===== config.mk =====
export PLATFORM = sky130hd
export DESIGN_NAME = xfb_index_div
export DESIGN_NICKNAME = d
export VERILOG_FILES = /design/src/hw/rtl/xfb_pkg.sv /design/src/hw/rtl/xfb_index_div.sv
export SDC_FILE = /design/constraint.sdc
export NUM_CORES = 1
export LEC_CHECK = 0
export BUFFER_PORTS_ARGS = -buffer_cell sky130_fd_sc_hd__buf_2
export CORE_UTILIZATION = 53
export CTS_BUF_LIST = sky130_fd_sc_hd__clkbuf_2
export CTS_CLUSTER_DIAMETER = 40
export CTS_CLUSTER_SIZE = 25
export DETAILED_ROUTE_END_ITERATION = 7
export GPL_TIMING_DRIVEN = 0
export PLACE_DENSITY = 0.82
export SYNTH_ARGS = -nofsm -noshare
export SYNTH_HDL_FRONTEND = slang
export SYNTH_SLANG_ARGS = --single-unit

===== constraint.sdc =====
create_clock -name clk -period 2.65 [get_ports clk]
set_input_delay 0.3975 -clock clk [delete_from_list [all_inputs] [get_ports clk]]
set_output_delay 0.3975 -clock clk [all_outputs]
set_load 0.005 [all_outputs]

===== src/hw/rtl/xfb_pkg.sv =====
// Shared types and constants of the scrolling XOR framebuffer.
// No dependencies; xfb_in_if, xfb_index_div and the core use this package.
`default_nettype none

package xfb_pkg;

  // Default geometry of the display
  localparam int BASE_WIDTH_DEF       = 64;
  localparam int BASE_HEIGHT_DEF      = 32;
  localparam int MAX_SCALE_DEF        = 2;
  localparam int SIDE_SCROLL_STEP_DEF = 4;

  // Fixed field widths of the channels
  localparam int KIND_W   = 3;
  localparam int COORD_W  = 8;
  localparam int SCROLL_W = 4;
  localparam int SCALE_W  = 2;

  // Index unit: remainder holds x (< 256) or y plus a carry of x / width
  localparam int REM_W   = COORD_W + 1;
  localparam int CARRY_W = COORD_W;

  typedef enum logic [KIND_W-1:0] {
    KIND_FLIP   = 3'd0,
    KIND_DOWN   = 3'd1,
    KIND_RIGHT  = 3'd2,
    KIND_LEFT   = 3'd3,
    KIND_CLEAR  = 3'd4,
    KIND_SCALE  = 3'd5,
    KIND_READ   = 3'd6
  } kind_t;

  typedef enum logic [2:0] {
    ST_IDLE,
    ST_INDEX,
    ST_PIX_RD,
    ST_PIX_WB,
    ST_SWEEP,
    ST_DRAIN,
    ST_FINISH
  } xfb_state_t;

  typedef enum logic [1:0] {
    DIV_IDLE,
    DIV_COL,
    DIV_ROW
  } div_state_t;

endpackage

`default_nettype wire


===== src/hw/rtl/xfb_index_div.sv =====
// Iterative pixel addressing: column = x mod width, row = (y + x / width)
// mod height, worked out by one shared subtractor. Depends on xfb_pkg.
`default_nettype none

module xfb_index_div #(
  parameter int BASE_WIDTH  = 64,
  parameter int BASE_HEIGHT = 32,
  parameter int MAX_SCALE   = 2
) (
  input  wire logic                                          clk,
  input  wire logic                                          rst_n,
  input  wire logic                                          start,
  input  wire logic [xfb_pkg::COORD_W-1:0]                   x_coord,
  input  wire logic [xfb_pkg::COORD_W-1:0]                   y_coord,
  input  wire logic                                          scale_hi,
  output logic                                               done,
  output logic [$clog2(BASE_WIDTH*MAX_SCALE)-1:0]            col,
  output logic [$clog2(BASE_HEIGHT*MAX_SCALE)-1:0]           row
);

  import xfb_pkg::*;

  localparam int COL_W  = $clog2(BASE_WIDTH*MAX_SCALE);
  localparam int ROW_AW = $clog2(BASE_HEIGHT*MAX_SCALE);

  localparam logic [REM_W-1:0] W_LO = REM_W'(BASE_WIDTH);
  localparam logic [REM_W-1:0] W_HI = REM_W'(BASE_WIDTH*2);
  localparam logic [REM_W-1:0] H_LO = REM_W'(BASE_HEIGHT);
  localparam logic [REM_W-1:0] H_HI = REM_W'(BASE_HEIGHT*2);

  div_state_t          state_r, state_nxt;
  logic [REM_W-1:0]    rem_r, rem_nxt;
  logic [CARRY_W-1:0]  carry_r, carry_nxt;
  logic [COORD_W-1:0]  y_r, y_nxt;
  logic [COL_W-1:0]    col_r, col_nxt;
  logic [ROW_AW-1:0]   row_r, row_nxt;
  logic                done_r, done_nxt;

  logic [REM_W-1:0]    divisor;
  logic [REM_W:0]      diff;
  logic                fits;

  // Shared subtractor: width while resolving the column, height for the row
  always_comb begin
    if (state_r == DIV_COL) begin
      divisor = scale_hi ? W_HI : W_LO;
    end else begin
      divisor = scale_hi ? H_HI : H_LO;
    end
    diff = {1'b0, rem_r} - {1'b0, divisor};
    fits = !diff[REM_W];
  end

  always_comb begin
    state_nxt = state_r;
    unique case (state_r)
      DIV_IDLE: begin
        if (start) begin
          state_nxt = DIV_COL;
        end
      end
      DIV_COL: begin
        if (!fits) begin
          state_nxt = DIV_ROW;
        end
      end
      DIV_ROW: begin
        if (!fits) begin
          state_nxt = DIV_IDLE;
        end
      end
      default: state_nxt = DIV_IDLE;
    endcase
  end

  always_comb begin
    rem_nxt   = rem_r;
    carry_nxt = carry_r;
    y_nxt     = y_r;
    col_nxt   = col_r;
    row_nxt   = row_r;
    done_nxt  = 1'b0;
    unique case (state_r)
      DIV_IDLE: begin
        if (start) begin
          rem_nxt   = REM_W'(x_coord);
          carry_nxt = '0;
          y_nxt     = y_coord;
        end
      end
      DIV_COL: begin
        if (fits) begin
          rem_nxt   = diff[REM_W-1:0];
          carry_nxt = carry_r + CARRY_W'(1);
        end else begin
          col_nxt = rem_r[COL_W-1:0];
          rem_nxt = REM_W'(y_r) + REM_W'(carry_r);
        end
      end
      DIV_ROW: begin
        if (fits) begin
          rem_nxt = diff[REM_W-1:0];
        end else begin
          row_nxt  = rem_r[ROW_AW-1:0];
          done_nxt = 1'b1;
        end
      end
      default: ;
    endcase
  end

  always_ff @(posedge clk) begin
    if (!rst_n) begin
      state_r <= DIV_IDLE;
      done_r  <= 1'b0;
    end else begin
      state_r <= state_nxt;
      done_r  <= done_nxt;
    end
    rem_r   <= rem_nxt;
    carry_r <= carry_nxt;
    y_r     <= y_nxt;
    col_r   <= col_nxt;
    row_r   <= row_nxt;
  end

  assign done = done_r;
  assign col  = col_r;
  assign row  = row_r;

endmodule

`default_nettype wire


; Word-level counts from Yosys, hierarchy flattened
; Index checks and enable logic that the tools add are counted.
[op_classes]
addsub = 3
n_mul = 0
n_div = 0
n_lt_le_gt_ge = 0
eq_ne = 7
shift = 0
n_mux = 15
bitwise = 0
reduce_logical = 10
[ops]
columns = cell, count
row1 = two-way mux 8 bit, 4
row2 = two-way mux 9 bit, 3
row3 = one-hot mux 9 bit (3 select lines), 1
row4 = one-hot mux 8 bit (2 select lines), 1
row5 = inequality test 2 bit (second input constant), 5
row6 = subtractor 9 x 9 -> 10 bit, 1
row7 = adder 8 x 8 -> 9 bit, 1
row8 = AND reduction 3 bit, 3
row9 = adder 8 x 1 -> 8 bit (second input constant), 1
row10 = AND reduction 2 bit, 4
row11 = two-way mux 7 bit, 1
row12 = two-way mux 2 bit, 3
row13 = one-hot mux 2 bit (3 select lines), 1
row14 = nonzero test 3 bit, 1
row15 = == test 2 x 1 -> 1 bit (second input constant), 1
row16 = == test 2 bit (second input constant), 1
row17 = logical NOT 2 bit, 1
row18 = nonzero test 2 bit, 1
row19 = two-way mux 1 bit, 1
[totals]
regBits = 41
latch_bits = 0
ramBits = 0
romBits = 0
input_bits = 20
word_cells = 42
n_memories = 0

; Depth between registers and ports, before layout
[depth]
ltp_word = 5
mapped_depth = 11
ltp_nobuf = 11

; Worst setup path before layout
; Ideal clock, no wire load.
[synth_path]
path_type = reg-to-reg
from = register state_r[1]
to = register rem_r[5], enable pin
arrival_time_ps = 2270
setup_slack_ps = 19
path_stages_with_launch = 9
synth_period_minus_slack_ps = 2631
path_cell_list = dfxtp_1 inv_1 ha_1 ha_1 fa_1 nor2b_4 nor3_4 and2_2 nor3_1
[synth_via]
elab_chain_len = 5
elab_cells_between_ends = 9
[synth_lines]
columns = item, line
row1 = from (decl), xfb_index_div.sv:31  ; div_state_t state_r, state_nxt;
row2 = from (signal assigned), xfb_index_div.sv:117  ; state_r <= state_nxt;
row3 = == test 2 x 1 -> 1 bit, "xfb_index_div.sv:45, xfb_index_div.sv:83"
row4 = two-way mux 8 bit, xfb_index_div.sv:45  ; if (state_r == DIV_COL) begin
row5 = subtractor 9 x 9 -> 10 bit, xfb_index_div.sv:50  ; diff = {1'b0, rem_r} - {1'b0, divisor};
row6 = inequality test 2 bit (no line), n/a
row7 = AND reduction 3 bit (no line) *, n/a
row8 = to (signal assigned), xfb_index_div.sv:120  ; rem_r <= rem_nxt;
row9 = to (decl), xfb_index_div.sv:32  ; logic [REM_W-1:0] rem_r, rem_nxt;
; Every way passes the cells marked *; elsewhere a longest branch is shown, timed or not.
; A chain may end at the register's enable or synchronous reset.

; Worst setup path after layout
[layout_path]
from = register state_r[1]
to = register rem_r[2], enable pin
; Same word-level chain as after synthesis.

==> metrics <==
Avg Vias per Cell=5.37; # fillers=299; critical path arrival=2.63 ns; total negative slack=0 ns; slowest stage delay, CP=0.39 ns; DRT Pass-1 Iters=4; CTS buffer count=5; share of layout cells above drive strength 1=30.7%; final hold viol count=0; CP Launch Type=register; Port Buffers=33; Setup Skew=0.0202 ns; DRC errors left=0; count leader, synth=edfxtp_1; synthesized flop and latch total=41; first-pass GRT wire length=6.07 mm; area of the multi-input gates=990 sq um; CTS HTree Levels=2; Final Cell Area=2590 sq um; Int Power=1.81 mW; largest net degree at the start of global routing=15; CTS root buf=clkbuf_2; total power=2.95 mW; CP required=2.79 ns; status=finished, final reports clean; endpoints failing setup=0; FF/Latch Area=1200 sq um; WL/cell=14.0 um; RSZ-0062 raised after global routing=false; Die Span Y=66.5 um; Die ar.=4420 sq um; critical path class=register to register; combinational power share=47.9%; Synth-to-Final Area Change=17.4%; Reg clk slew, reported paths=0.22 ns; starting density of the core=55.1%; worst reg2reg setup slack=0.16 ns; Net count, final=255; Reg power frac=39.3%; initial antenna violation count=0; DRT iter0 DRCs=57; vias in the first global route=1378; CTS tree=done; top cell types by occurrence after synthesis=38 x edfxtp_1, 19 x ha_1, 17 x inv_1, 10 x xnor2_1, 9 x and2_1; Max VDD drop=544 uV; Mean Syn Cell Area=12.8 sq um; CTS sink count=41; hpwl dp=2.73 mm; pins over their slew limit=0; Worst Max-Slew Pin Slew=0.437 ns; YS warnings=0; CP endpoint kind=register; fin crit share=94.1%; # diodes=0; sequential share of the synthesized area=54.5%; I/O pins=34; Yosys top cell area share=51.7%; Die X=66.5 um; worst-skew pair later-pin latency=0.42 ns; Place WS=-0.408 ns; switching share of power=38.4%; P_leak=1.07 nW; vias=1422; Clock power frac=12.8%; Longest Clk Path Bufs=2; EDFF count, synth=38; Crit-path slowest cell=nor3_4; fin crit period=2.49 ns; Power Density=1140 nW/um^2; Main synth FF type=edfxtp_1; GRT Util Overall=19.5%; synthesized cell area=2210 sq um; Yosys cell types=42; Syn Inst Count=173; ys async rst share=0%; max frequency=401 MHz; fin worst setup slack=0.157 ns; Remaining Overflow, GRT=0; largest cells by area after synthesis=edfxtp_1 52%, ha_1 11%, xnor2_1 4.0%; Placed Area=2430 sq um; slew margin rel.=70.8%; CP Cell Sequence=inv_2 > ha_4 > ha_1 > inv_1 > ha_1 > nor2b_4 > nor3_4 > o21bai_4 > nor3_4; worst-path fanout max=11; max cap viols=0; final wirelength=3.72 mm; post-synthesis net count=214; antenna-violating nets left=0; HP Class=primary input to register; biggest area consumer among synthesized cells=edfxtp_1; NetSw=1.13 mW; final RePlAce weighted congestion=0.785; cell row count=23; Core Region=4000 sq um; fin util=64.7%
[power groups by stage]
stage          Sequential (mW)  Clock [mW]  Combinational, mW
4_1_cts                   1.15       0.384               1.35
5_1_grt                   1.19       0.406               1.58
6_report                  1.16       0.377               1.41
3_5_place_dp              1.17           0               1.28
3_3_place_gp              1.15           0               1.25
2_1_floorplan             1.13           0               1.02
[layout by cell type, fill, tap and decap left out, types with 2 or more instances in the layout]
master,instances
edfxtp_1,38
buf_2,33
inv_1,16
ha_1,16
xnor2_1,10
and2_1,9
nor2_1,8
nand3_1,7
a21oi_1,5
nor2b_1,5
clkbuf_2,5
o21ai_0,4
nand2b_1,4
nor3_4,3
a21o_1,3
xor2_1,3
nand2_4,2
clkinv_4,2
o22ai_1,2
o211ai_1,2
nand3b_1,2
o221ai_1,2
nand2_1,2
and3_1,2
ha_4,2
dfxtp_2,2
[path summary, 6_finish.rpt]
path         startpoint  endpoint  depth (start not counted)
max reg2reg  state_r[1]  rem_r[2]                          9
max          state_r[1]  rem_r[2]                          9
min reg2reg    rem_r[4]    col[4]                          0
min          y_coord[1]    y_r[1]                          1
[worst max-delay path, delay by kind of cell, from the launching register on]
kind / cells / cell delay [ns]
AND/OR/NAND/NOR: 3 / 0.88
adder cells (fa/ha/maj): 3 / 0.68
flip-flops: 1 / 0.38
AO/OA/AOI/OAI: 1 / 0.13
buffers and inverters: 2 / 0.15
[timing repair]
action	4_1_cts	5_1_grt
endpoints found under the hold margin	0	0
buffers inserted	0	1
hold buffers	0	0
resized for setup	8	9
setup endpoints to repair	18	32
pin swaps	0	2
[through the flow]
step	hold slack [ns]	cells
after CTS	0.117	264
after global placement	0.425	256
after detailed placement	0.437	256
final	0.145	265
after floorplan	0.421	173
after global routing	0.101	265
[logic make-up after synthesis]
| logic type | Yosys count | synth area share [%] |
|---|---|---|
| compound gates | 29 | 9.59 |
| xor+xnor | 13 | 5.16 |
| fa+ha+maj | 21 | 12.6 |
| buf+inv | 20 | 4.08 |
| flops | 41 | 54.5 |
| mux | 2 | 0.964 |
| simple gates | 47 | 13.2 |
[flip-flops by register name, summed over array words and instances, names as in the netlist]
register	count
rem_r	9
row	6
y_r	8
carry_r	8
done	1
state_r	2
col	7
[metal layers]
metal | vias up | part of all wire [%] | wire [um] | GRT usage [%]
met5 | - | 0 | 0 | 0
met1 | 668 | 43 | 1580 | 22.7
met4 | 0 | 1.8 | 68 | 9.57
met3 | 7 | 5.5 | 203 | 4.28
met2 | 46 | 50 | 1860 | 33.8
li1 | 701 | - | - | -
[area by class of cell]
| class | instances | share of cell area, % |
|---|---|---|
| Timing Repair Buffer | 34 | 6.67 |
| Sequential cell | 41 | 46.5 |
| Clock inverter | 3 | 1.79 |
| Clock buffer | 5 | 0.966 |
| Tap cell | 50 | 2.42 |
| Inverter | 18 | 2.80 |
| Buffer | 2 | 0.676 |
| Multi-Input combinational cell | 112 | 38.2 |
Note: power is estimated with default switching activity, not from simulation.
